File: config.mk
export PLATFORM = sky130hd
export DESIGN_NAME = x86_16_mov_add_decoder_unit
export DESIGN_NICKNAME = d
export VERILOG_FILES = /design/src/hdl/x86d_pkg.sv /design/src/hdl/x86d_collect.sv /design/src/hdl/x86d_out_reg.sv /design/src/hdl/x86_16_mov_add_decoder_unit.sv
export SDC_FILE = /design/constraint.sdc
export NUM_CORES = 1
export LEC_CHECK = 0
export ABC_CLOCK_PERIOD_IN_PS = 6500
export BUFFER_PORTS_ARGS = -buffer_cell sky130_fd_sc_hd__buf_4
export CAP_MARGIN = 40
export CORE_UTILIZATION = 45
export CTS_CLUSTER_SIZE = 20
export DETAILED_ROUTE_END_ITERATION = 10
export PLACE_DENSITY = 0.77
export SLEW_MARGIN = 5
export SYNTH_ARGS = -nofsm -noshare
export SYNTH_HDL_FRONTEND = slang
export SYNTH_SLANG_ARGS = --single-unit
File: constraint.sdc
create_clock -name i_clk -period 6.5 [get_ports i_clk]
set_clock_uncertainty 0.2 [all_clocks]
set_input_delay 0 -clock i_clk [delete_from_list [all_inputs] [get_ports i_clk]]
set_output_delay 0 -clock i_clk [all_outputs]
set_load 0.01 [all_outputs]
File: src/hdl/x86d_pkg.sv
// ----------------------------------------------------------------------------
// x86 MOV/ADD decoder package
// Opcode patterns, result codes, the decoded result type and helper functions.
// ----------------------------------------------------------------------------
package x86d_pkg;

    localparam logic [3:0] OPC_MOV_IMM_HI4 = 4'b1011;
    localparam logic [5:0] OPC_MOV_RM_HI6  = 6'b100010;
    localparam logic [5:0] OPC_ADD_RM_HI6  = 6'b000000;
    localparam logic [5:0] OPC_IMM_GRP_HI6 = 6'b100000;
    localparam logic [1:0] MOD_REGISTER    = 2'b11;
    localparam logic [1:0] MOD_DISP8       = 2'b01;
    localparam logic [1:0] MOD_DISP16      = 2'b10;
    localparam logic [1:0] MOD_MEMORY      = 2'b00;
    localparam logic [2:0] RM_DIRECT       = 3'b110;

    localparam logic [2:0] FORM_MOV_RM  = 3'd0;
    localparam logic [2:0] FORM_MOV_IMM = 3'd1;
    localparam logic [2:0] FORM_ADD_RM  = 3'd2;
    localparam logic [2:0] FORM_IMM_GRP = 3'd3;
    localparam logic [2:0] FORM_INVALID = 3'd4;

    localparam logic [1:0] LEN_NONE = 2'd0;
    localparam logic [1:0] LEN_BYTE = 2'd1;
    localparam logic [1:0] LEN_WORD = 2'd2;

    typedef struct packed {
        logic [2:0]         form;
        logic               reg_is_dest;
        logic               wide;
        logic               sign_extend;
        logic [1:0]         mode_bits;
        logic [2:0]         reg_bits;
        logic [2:0]         rm_bits;
        logic signed [15:0] displacement;
        logic signed [15:0] immediate;
        logic [2:0]         length;
    } t_result;

    function automatic logic [2:0] form_of(input logic [7:0] op);
        logic [2:0] f;
        if (op[7:4] == OPC_MOV_IMM_HI4) begin
            f = FORM_MOV_IMM;
        end else if (op[7:2] == OPC_MOV_RM_HI6) begin
            f = FORM_MOV_RM;
        end else if (op[7:2] == OPC_ADD_RM_HI6) begin
            f = FORM_ADD_RM;
        end else if (op[7:2] == OPC_IMM_GRP_HI6) begin
            f = FORM_IMM_GRP;
        end else begin
            f = FORM_INVALID;
        end
        return f;
    endfunction

    function automatic logic [1:0] disp_len(input logic [7:0] modrm);
        logic [1:0] n;
        case (modrm[7:6])
            MOD_DISP8:  n = LEN_BYTE;
            MOD_DISP16: n = LEN_WORD;
            MOD_MEMORY: n = (modrm[2:0] == RM_DIRECT) ? LEN_WORD : LEN_NONE;
            default:    n = LEN_NONE;
        endcase
        return n;
    endfunction

    function automatic logic [1:0] imm_len(input logic [7:0] op);
        logic [2:0] f;
        logic [1:0] n;
        f = form_of(op);
        if (f == FORM_MOV_IMM) begin
            n = op[3] ? LEN_WORD : LEN_BYTE;
        end else if (f == FORM_IMM_GRP) begin
            n = (!op[1] && op[0]) ? LEN_WORD : LEN_BYTE;
        end else begin
            n = LEN_NONE;
        end
        return n;
    endfunction

    function automatic logic [15:0] sext8(input logic [7:0] b);
        return {{8{b[7]}}, b};
    endfunction

endpackage

File: src/hdl/x86d_collect.sv
// ----------------------------------------------------------------------------
// x86 MOV/ADD decoder byte collector
// Walks the instruction bytes, holds the opcode, mod/reg/rm, displacement and
// immediate, and forms the decoded result on the last byte or an unknown opcode.
// ----------------------------------------------------------------------------
module x86d_collect (
    input  logic              i_clk,
    input  logic              i_rst_n,
    input  logic              i_accept,
    input  logic [7:0]        i_code_byte,
    output logic              o_emit,
    output x86d_pkg::t_result o_result
);
    import x86d_pkg::*;

    typedef enum logic [2:0] {
        PH_OPCODE,
        PH_MODRM,
        PH_DISP_LO,
        PH_DISP_HI,
        PH_IMM_LO,
        PH_IMM_HI
    } t_phase;

    t_phase      r_phase, n_phase;
    logic [7:0]  r_opcode, n_opcode;
    logic [7:0]  r_modrm, n_modrm;
    logic [15:0] r_disp, n_disp;
    logic [15:0] r_imm, n_imm;
    logic [2:0]  r_tally, n_tally;
    logic [2:0]  tally_inc;
    logic [2:0]  len_now;
    logic [2:0]  form_in;
    logic [2:0]  form_held;
    logic        emit_ok;
    logic        emit_bad;

    assign tally_inc = r_tally + 3'd1;
    assign form_in   = form_of(i_code_byte);

    always_comb begin
        n_phase  = r_phase;
        n_opcode = r_opcode;
        n_modrm  = r_modrm;
        n_disp   = r_disp;
        n_imm    = r_imm;
        n_tally  = tally_inc;
        emit_ok  = 1'b0;
        emit_bad = 1'b0;
        unique case (r_phase)
            PH_MODRM: begin
                n_modrm = i_code_byte;
                if (disp_len(i_code_byte) != LEN_NONE) begin
                    n_phase = PH_DISP_LO;
                end else if (imm_len(r_opcode) != LEN_NONE) begin
                    n_phase = PH_IMM_LO;
                end else begin
                    emit_ok = 1'b1;
                end
            end
            PH_DISP_LO: begin
                if (disp_len(r_modrm) == LEN_WORD) begin
                    n_disp  = {8'h00, i_code_byte};
                    n_phase = PH_DISP_HI;
                end else begin
                    n_disp = sext8(i_code_byte);
                    if (imm_len(r_opcode) != LEN_NONE) begin
                        n_phase = PH_IMM_LO;
                    end else begin
                        emit_ok = 1'b1;
                    end
                end
            end
            PH_DISP_HI: begin
                n_disp = {i_code_byte, r_disp[7:0]};
                if (imm_len(r_opcode) != LEN_NONE) begin
                    n_phase = PH_IMM_LO;
                end else begin
                    emit_ok = 1'b1;
                end
            end
            PH_IMM_LO: begin
                if (imm_len(r_opcode) == LEN_WORD) begin
                    n_imm   = {8'h00, i_code_byte};
                    n_phase = PH_IMM_HI;
                end else begin
                    n_imm   = sext8(i_code_byte);
                    emit_ok = 1'b1;
                end
            end
            PH_IMM_HI: begin
                n_imm   = {i_code_byte, r_imm[7:0]};
                emit_ok = 1'b1;
            end
            default: begin
                n_modrm = 8'h00;
                n_disp  = 16'h0000;
                n_imm   = 16'h0000;
                if (form_in == FORM_INVALID) begin
                    n_opcode = 8'h00;
                    n_tally  = 3'd0;
                    n_phase  = PH_OPCODE;
                    emit_bad = 1'b1;
                end else begin
                    n_opcode = i_code_byte;
                    n_tally  = 3'd1;
                    n_phase  = (form_in == FORM_MOV_IMM) ? PH_IMM_LO : PH_MODRM;
                end
            end
        endcase
        len_now = n_tally;
        if (emit_ok) begin
            n_phase = PH_OPCODE;
            n_tally = 3'd0;
        end
    end

    assign form_held = form_of(n_opcode);

    always_comb begin
        o_result = '0;
        if (emit_bad) begin
            o_result.form   = FORM_INVALID;
            o_result.length = 3'd1;
        end else begin
            o_result.form = form_held;
            if (form_held == FORM_MOV_IMM) begin
                o_result.reg_is_dest = 1'b1;
                o_result.wide        = n_opcode[3];
                o_result.sign_extend = 1'b0;
                o_result.mode_bits   = MOD_REGISTER;
                o_result.reg_bits    = n_opcode[2:0];
                o_result.rm_bits     = 3'd0;
            end else begin
                o_result.reg_is_dest = (form_held == FORM_IMM_GRP) ? 1'b0 : n_opcode[1];
                o_result.wide        = n_opcode[0];
                o_result.sign_extend = (form_held == FORM_IMM_GRP) &&
                                       n_opcode[1] && n_opcode[0];
                o_result.mode_bits   = n_modrm[7:6];
                o_result.reg_bits    = n_modrm[5:3];
                o_result.rm_bits     = n_modrm[2:0];
            end
            o_result.displacement = n_disp;
            o_result.immediate    = n_imm;
            o_result.length       = len_now;
        end
    end

    assign o_emit = emit_ok || emit_bad;

    always_ff @(posedge i_clk) begin
        if (!i_rst_n) begin
            r_phase  <= PH_OPCODE;
            r_opcode <= 8'h00;
            r_modrm  <= 8'h00;
            r_disp   <= 16'h0000;
            r_imm    <= 16'h0000;
            r_tally  <= 3'd0;
        end else if (i_accept) begin
            r_phase  <= n_phase;
            r_opcode <= n_opcode;
            r_modrm  <= n_modrm;
            r_disp   <= n_disp;
            r_imm    <= n_imm;
            r_tally  <= n_tally;
        end
    end

endmodule

File: src/hdl/x86d_out_reg.sv
// ----------------------------------------------------------------------------
// x86 MOV/ADD decoder result register
// Holds one decoded result until the receiver takes it.
// ----------------------------------------------------------------------------
module x86d_out_reg (
    input  logic              i_clk,
    input  logic              i_rst_n,
    input  logic              i_load,
    input  x86d_pkg::t_result i_result,
    input  logic              i_out_ready,
    output logic              o_can_load,
    output logic              o_out_valid,
    output x86d_pkg::t_result o_result
);
    import x86d_pkg::*;

    logic    r_valid;
    t_result r_result;

    assign o_can_load  = !r_valid || i_out_ready;
    assign o_out_valid = r_valid;
    assign o_result    = r_result;

    always_ff @(posedge i_clk) begin
        if (!i_rst_n) begin
            r_valid <= 1'b0;
        end else if (i_load) begin
            r_valid <= 1'b1;
        end else if (i_out_ready) begin
            r_valid <= 1'b0;
        end
    end

    always_ff @(posedge i_clk) begin
        if (i_load) begin
            r_result <= i_result;
        end
    end

endmodule

File: src/hdl/x86_16_mov_add_decoder_unit.sv
// ----------------------------------------------------------------------------
// x86 16-bit MOV/ADD decoder unit
// Decodes mov r/m, mov immediate to register, add r/m and the immediate group
// from a byte-wide code stream.
//
// The input channel (i_in_valid, o_in_ready, i_code_byte) takes one code byte
// per transaction. The output channel (o_out_valid, i_out_ready and the field
// ports) gives one decoded result per complete instruction, or an invalid
// result of length one for an unknown opcode, after which the next byte is
// taken as a new opcode.
// A result appears in the cycle after the transaction that carries the last
// byte of its instruction. One byte is taken every cycle while the receiver
// does not stall. The result register is the only stage.
// When the receiver stalls, the result holds and o_in_ready stays low until
// the held result is taken. While no result is held, or the receiver is
// ready, a byte is taken in every cycle.
// Reset clears the collected fields, drops any held result and waits for an
// opcode byte.
// ----------------------------------------------------------------------------
module x86_16_mov_add_decoder_unit (
    input  logic               i_clk,
    input  logic               i_rst_n,
    input  logic               i_in_valid,
    output logic               o_in_ready,
    input  logic [7:0]         i_code_byte,
    output logic               o_out_valid,
    input  logic               i_out_ready,
    output logic [2:0]         o_form,
    output logic               o_reg_is_dest,
    output logic               o_wide,
    output logic               o_sign_extend,
    output logic [1:0]         o_mode_bits,
    output logic [2:0]         o_reg_bits,
    output logic [2:0]         o_rm_bits,
    output logic signed [15:0] o_displacement,
    output logic signed [15:0] o_immediate,
    output logic [2:0]         o_length
);
    import x86d_pkg::*;

    logic    accept;
    logic    emit;
    logic    can_load;
    t_result result_next;
    t_result result_held;

    assign accept     = i_in_valid && can_load;
    assign o_in_ready = can_load;

    x86d_collect u_collect (
        .i_clk       (i_clk),
        .i_rst_n     (i_rst_n),
        .i_accept    (accept),
        .i_code_byte (i_code_byte),
        .o_emit      (emit),
        .o_result    (result_next)
    );

    x86d_out_reg u_out_reg (
        .i_clk       (i_clk),
        .i_rst_n     (i_rst_n),
        .i_load      (accept && emit),
        .i_result    (result_next),
        .i_out_ready (i_out_ready),
        .o_can_load  (can_load),
        .o_out_valid (o_out_valid),
        .o_result    (result_held)
    );

    assign o_form         = result_held.form;
    assign o_reg_is_dest  = result_held.reg_is_dest;
    assign o_wide         = result_held.wide;
    assign o_sign_extend  = result_held.sign_extend;
    assign o_mode_bits    = result_held.mode_bits;
    assign o_reg_bits     = result_held.reg_bits;
    assign o_rm_bits      = result_held.rm_bits;
    assign o_displacement = result_held.displacement;
    assign o_immediate    = result_held.immediate;
    assign o_length       = result_held.length;

endmodule

==> results of run 1 <==
## Yosys cell counts (5+ instances only)
| cell | n | share of area |
|---|---|---|
| nor2b_1 | 8 | 0.011 |
| mux2i_1 | 15 | 0.032 |
| nand2b_1 | 11 | 0.015 |
| o211a_1 | 7 | 0.015 |
| a22oi_1 | 14 | 0.022 |
| buf_6 | 6 | 0.014 |
| nand3_1 | 10 | 0.011 |
| nor3_1 | 8 | 0.0085 |
| nor2_1 | 45 | 0.036 |
| edfxtp_1 | 49 | 0.31 |
| o21ai_0 | 16 | 0.017 |
| a221o_1 | 15 | 0.032 |
| and3_1 | 5 | 0.0067 |
| a21oi_1 | 21 | 0.022 |
| dfxtp_1 | 55 | 0.23 |
| o21ba_2 | 7 | 0.015 |
| clkbuf_1 | 18 | 0.014 |
| a22o_1 | 14 | 0.026 |
| nand2_1 | 16 | 0.013 |
## worst reg2reg max path, cell delays in order, from the launching register on
cell and delay [ps]:
dfxtp_1 890, nor3_1 220, a21oi_1 750, nor2_2 120, o31ai_1 340, a21oi_1 110
dlygate4sd3_1 570
## registers in the layout (all words and copies together) (netlist names)
name / count
u_out_reg.o_result: 49
u_collect.r_disp: 16
u_collect.r_imm: 16
u_collect.r_modrm: 8
u_collect.r_opcode: 8
u_collect.r_phase: 3
u_collect.r_tally: 3
u_out_reg.o_out_valid: 1
## final timing paths
check,end,from,slack (ps)
setup / recovery,u_out_reg.o_out_valid,u_collect.r_phase[2],3200
hold / removal,u_collect.r_phase[0],i_out_ready,80
setup reg to reg,u_out_reg.o_out_valid,u_collect.r_phase[2],3200
hold reg to reg,u_collect.r_imm[6],u_collect.r_imm[6],300
## through the flow
stage / utilization / std cells / setup WS [ps] / instance area, um2
floorplan: - / 418 / 3660 / 4690
global placement: 0.513 / 579 / 3370 / 5100
detailed placement: 0.519 / 582 / 3310 / 5170
CTS: 0.553 / 611 / 3250 / 5510
global route: 0.553 / 611 / 2960 / 5510
finish: 0.553 / 611 / 3200 / 5510
## final cells by class
| cell class | count | area [um2] | share of cell area |
|---|---|---|---|
| well taps | 133 | 166 | 0.0302 |
| clock buffers | 10 | 138 | 0.0250 |
| repair buffers | 79 | 666 | 0.121 |
| clock inverters | 6 | 75.1 | 0.0136 |
| inverters | 4 | 15.0 | 0.00273 |
| multi-input cells | 275 | 1880 | 0.341 |
| flip-flops and latches | 104 | 2570 | 0.467 |
## power groups by stage
stage	registers (W)	logic [W]	clock network (W)
after floorplan	0.000765	0.0000902	0
final	0.000742	0.000174	0.000425
after global routing	0.000746	0.000186	0.000453
after global placement	0.000757	0.000156	0
after detailed placement	0.000756	0.000167	0
after CTS	0.000742	0.000174	0.000429
## routing by layer
layer,vias to the layer above,wire length [um],global-route usage
li1,1691,-,-
met1,1803,4540,0.266
met2,135,5420,0.338
met3,14,646,0.0313
met4,0,203,0.0816
met5,-,0,0
## cell families (layout without fill, tap and decap cells)
kind of cell | Yosys count | in the layout | share of synthesized area
fa+ha+maj | 1 | 1 | 0.00267
simple gates | 130 | 130 | 0.148
xor+xnor | 3 | 3 | 0.00561
flops | 104 | 104 | 0.549
mux | 17 | 17 | 0.0368
buf+inv | 39 | 99 | 0.0510
compound gates | 124 | 124 | 0.208
==> summary.txt, run 1 <==
Routing
  • Post-route ant nets: 0
  • Routed length per instance: 17.7 um
  • # DRC: 0
  • WL final: between 10000 and 15000 um
  • Via-per-instance ratio: just under 6
  • Drt pass-1 iters: 5
  • Initial DRC count: 329
  • Vias: 3643

Worst setup path
  • Worst setup EP type: register
  • Crit-path max FO: 25
  • Crit Path Category: reg -> reg
  • Reg2Reg Depth: 6
  • Cells along the critical path: nor3_1, a21oi_1, nor2_2, o31ai_1, a21oi_1, dlygate4sd3_1
  • Crit path depth: 6
  • Buf+Inv Stages, Crit Path: 1
  • WP data arrival: approximately 3400 ps
  • Kind of cell adding the most delay to the critical path: compound AO/OA/AOI/OAI gates
  • CP most frequent cell: a21oi_1
  • Slowest-stage cell, CP: dfxtp_1
  • Startpoint class of the critical path: register
  • Data required, critical path: 6560 ps
  • Critical Path Max Stage Delay: 890 ps

Timing
  • Fin. max-slew vios: 0
  • RSZ-0062 raised after global routing: false
  • Final Hold Vio Count: 0
  • Final setup viols: 0
  • Final TNS setup: 0 ps
  • Fin crit share: 0.508
  • Final min period: 3300 ps
  • Max-slew headroom: 0.396
  • Worst Tran Pin Value: 906 ps
  • Hold_ws: 78.6 ps
  • Fmax: 0.303 GHz

Clocking
  • Post-CTS setup buffers: 0
  • TritonCTS buffer count: 9
  • Later-pin clock latency in the skew report: between 300 and 400 ps
  • Max Buffers Root-to-Sink: 2
  • Root buffer cell: clkbuf_8
  • Cts hold-fix bufs: 13
  • Worst-path clk slew: 100 ps
  • Resized cells post-CTS: 0
  • Clock Sink Count: 104
  • CTS H-tree lvls: 3
  • TritonCTS clock tree: built

Global routing
  • Gr usage total: 0.204
  • Total grt overflow: 0
  • Largest net degree at the start of global routing: between 40 and 50
  • Vias in the first global route: roughly 3400
  • Initial antenna violation count: 0
  • First-pass GRT wire length: ~17000 um

Synth
  • Syn Area/Cell: 11.2 um2
  • YS warnings: 0
  • Cell area after synthesis: 4690 um2
  • Async S/R FF share, synth: 0
  • Sequential fraction of the synthesis area: 0.549
  • Number of synthesized register bits: 104
  • Post-Synthesis Cells: 418
  • Cell variety after synth: 65
  • Top_reg_cell synth: dfxtp_1
  • Post-synth EDFFs: 49
  • Synth Net Count: approximately 430

Layout
  • Fraction of layout cells with a size suffix above 1: 0.226
  • # fillers: 878
  • Commonest non-fill, non-tap cell in the layout: buf_4
  • Most frequent cells in the layout: 63 x buf_4, 55 x dfxtp_1, 49 x edfxtp_1, 45 x nor2_1, 21 x a21oi_1
  • # diodes: 0
  • Area growth, synth to finish: 17.5%
  • Final #Nets: slightly below 500

Pwr
  • Worst vdd ir: 105 uV
  • P_sw: 0.000346 W
  • Gate power share: 0.130
  • Pwr Total: 0.00134 W
  • Cell Pwr Density: 243 nW/um2
  • Pleak: 2.17 nW
  • P_int: 0.000995 W
  • Clock network fraction of total power: 0.317
  • Sw frac: 0.258
  • Sequential power share: 0.553

Floorplanning
  • Ports: 63
  • Initial Util: 0.471
  • DIE AREA: about 11000 um2
  • Core footprint: roughly 10000 um2
  • # rows: 36
  • Die width: 104 um
  • Die Ht: roughly 100 um

Status
  • Status: complete, no violations

Placed design
  • Placer Congestion: 0.828
  • DP Wirelength: about 7100 um
  • PortBufs: 62

Hold path
  • Worst hold path class: in -> reg
  • Hold path cells: 5

Job
  • Max Cap Viol: 0
No activity file was read; power rests on OpenSTA's default activity.
==> inputs of run 2 (changes only) <==
--- a/config.mk
+++ b/config.mk
@@ -5,13 +5,13 @@
 export SDC_FILE = /design/constraint.sdc
 export NUM_CORES = 1
 export LEC_CHECK = 0
-export ABC_CLOCK_PERIOD_IN_PS = 6500
+export ABC_CLOCK_PERIOD_IN_PS = 2700
 export BUFFER_PORTS_ARGS = -buffer_cell sky130_fd_sc_hd__buf_4
 export CAP_MARGIN = 40
 export CORE_UTILIZATION = 45
 export CTS_CLUSTER_SIZE = 20
 export DETAILED_ROUTE_END_ITERATION = 10
-export PLACE_DENSITY = 0.77
+export PLACE_DENSITY = 0.79
 export SLEW_MARGIN = 5
 export SYNTH_ARGS = -nofsm -noshare
 export SYNTH_HDL_FRONTEND = slang
==> constraint.sdc (replaced) <==
create_clock -name i_clk -period 2.7 [get_ports i_clk]
set_clock_uncertainty 0.2 [all_clocks]
set_input_delay 0 -clock i_clk [delete_from_list [all_inputs] [get_ports i_clk]]
set_output_delay 0 -clock i_clk [all_outputs]
set_load 0.01 [all_outputs]
==> run 2 against run 1 <==
Worst hold slack improved by 130 ps. Clock-buffer cell count decreased by 1. Clock power is 130% higher. Non-clock buffer count increased by 10. Critical path depth grew 2. Sequential power increased by 140%. Final area up 0.59%. Sequential share of layout area decreased by 0.25 points. Combinational power rose by 140%. Total power increased by 140%. Critical path type is now in -> reg. Largest power group unchanged. Highest routed layer unchanged.
==> summary.txt, run 2 (synthesis results as in run 1) <==
Pwr
  • Cell Pwr Density: roughly 580 nW/um2
  • Worst vdd ir: 284 uV
  • Pleak: 2.18 nW

Placed design
  • Placed Cells: a little under 600
  • Setup WS pre-CTS: 237 ps
  • Placer Congestion: 0.877
  • Placed cell areas: around 5200 um2
  • DP Wirelength: 7330 um
  • PortBufs: 62

Clocking
  • Later-pin clock latency in the skew report: 370 ps
  • Root buffer cell: clkbuf_8
  • Worst-path clk slew: 100 ps
  • TritonCTS clock tree: built
  • Max Buffers Root-to-Sink: 2
  • CTS H-tree lvls: 3
  • Post-CTS setup buffers: 0
  • TritonCTS buffer count: 9
  • Clock Sink Count: 104

Timing
  • Final setup viols: 0
  • Fin. max-slew vios: 0
  • Hold_ws: between 200 and 250 ps
  • Fmax: 0.392 GHz
  • Setup slack after layout: about 150 ps
  • Final min period: 2550 ps
  • Final TNS setup: 0 ps
  • Fin crit share: 0.945
  • Worst Tran Pin Value: 775 ps
  • Final Hold Vio Count: 0
  • RSZ-0062 raised after global routing: false
  • Max-slew headroom: 0.483

Layout
  • Fraction of layout cells with a size suffix above 1: 0.248
  • Reg area: 2570 um2
  • Area growth, synth to finish: 18.2%
  • Footprint of the multi-input gates: ~1900 um2
  • # diodes: 0
  • Commonest non-fill, non-tap cell in the layout: buf_4
  • Most frequent cells in the layout: 77 x buf_4, 54 x dfxtp_1, 49 x edfxtp_1, 45 x nor2_1, 21 x a21oi_1
  • Largest register FFs: about 50
  • Final cell count without fillers: around 620
  • Final instance area: roughly 5500 um2
  • # fillers: 838
  • Final #Nets: 496

Worst setup path
  • Startpoint class of the critical path: primary input
  • Crit-path max FO: 34
  • Crit Path Category: in -> reg
  • Worst setup EP type: register
  • Data required, critical path: 2580 ps
  • WP data arrival: 2440 ps

Routing
  • Post-route ant nets: 0
  • Initial DRC count: 297
  • Vias: about 3600
  • Via-per-instance ratio: 5.84
  • Drt pass-1 iters: 5
  • # DRC: 0
  • WL final: 11100 um
  • Routed length per instance: 17.8 um

Global routing
  • Gr usage total: 0.209
  • M3 GR Usage: 0.0426
  • GR Layer Usage met2: 0.335
  • Total grt overflow: 0
  • Gr busiest metal: met2
  • GR Layer Usage met1: 0.268
  • Initial antenna violation count: 0
  • Largest net degree at the start of global routing: 42
  • First-pass GRT wire length: 17900 um
  • Vias in the first global route: 3607

Job
  • Max Cap Viol: 0

Floorplanning
  • Ports: 63
  • DIE AREA: 10800 um2
  • Die width: 104 um
  • Initial Util: 0.471
  • Die Ht: roughly 100 um
  • # rows: 36
  • Core footprint: 9950 um2

Status
  • Status: complete, no violations

Hold path
  • Worst hold path class: in -> reg
-- run 2: cell count changes in the layout (fill, tap and decap cells not counted), sizes merged --
cell / before / now
clkbuf: 10 / 9
clkinvlp: 1 / 5
buf: 66 / 77
inv: 7 / 4
dlygate4sd3: 13 / 12
-- run 2: power breakdown --
part	internal, W	switching, W
logic	0.000180	0.000244
clock network	0.000436	0.000553
registers	0.00175	0.0000371
-- run 2: cell type report --
class	instances	share of cell area
Inverter	4	0.00339
Clock buffer	9	0.0224
Tap cell	133	0.0300
Timing Repair Buffer	89	0.126
Multi-Input combinational cell	275	0.339
Clock inverter	7	0.0145
Sequential cell	104	0.464
-- run 2: what timing repair did --
| action | CTS | global route |
|---|---|---|
| endpoints found under the hold margin | 87 | 0 |
| hold buffers | 12 | 0 |
| gates resized for setup | 0 | 0 |
-- run 2: layer usage --
metal	wire (um)	share of wire
met3	713	0.064
met2	5240	0.47
met4	310	0.028
met1	4820	0.44
met5	0	0
-- run 2: critical path, stage by stage --
cell	delay (ps)
dlygate4sd3_1	530
buf_4	180
or4_4	560
a31oi_4	250
nor2_2	70
o31ai_2	370
clkinvlp_4	150
buf_4	290
-- run 2: final timing paths --
path / end / slack, ps / cells past startpoint / from
max: u_out_reg.o_result[19] / 150 / 8 / i_code_byte[3]
min: u_collect.r_tally[0] / 210 / 5 / i_out_ready
max reg2reg: u_out_reg.o_result[19] / 220 / 6 / u_collect.r_opcode[3]
min reg2reg: u_collect.r_opcode[2] / 290 / 2 / u_collect.r_opcode[2]
-- run 2: per-stage QoR --
step / total power [W] / util
after detailed placement: 0.00223 / 0.524
after floorplan: 0.00206 / -
final: 0.00320 / 0.557
after global placement: 0.00222 / 0.524
after CTS: 0.00321 / 0.557
after global routing: 0.00331 / 0.557
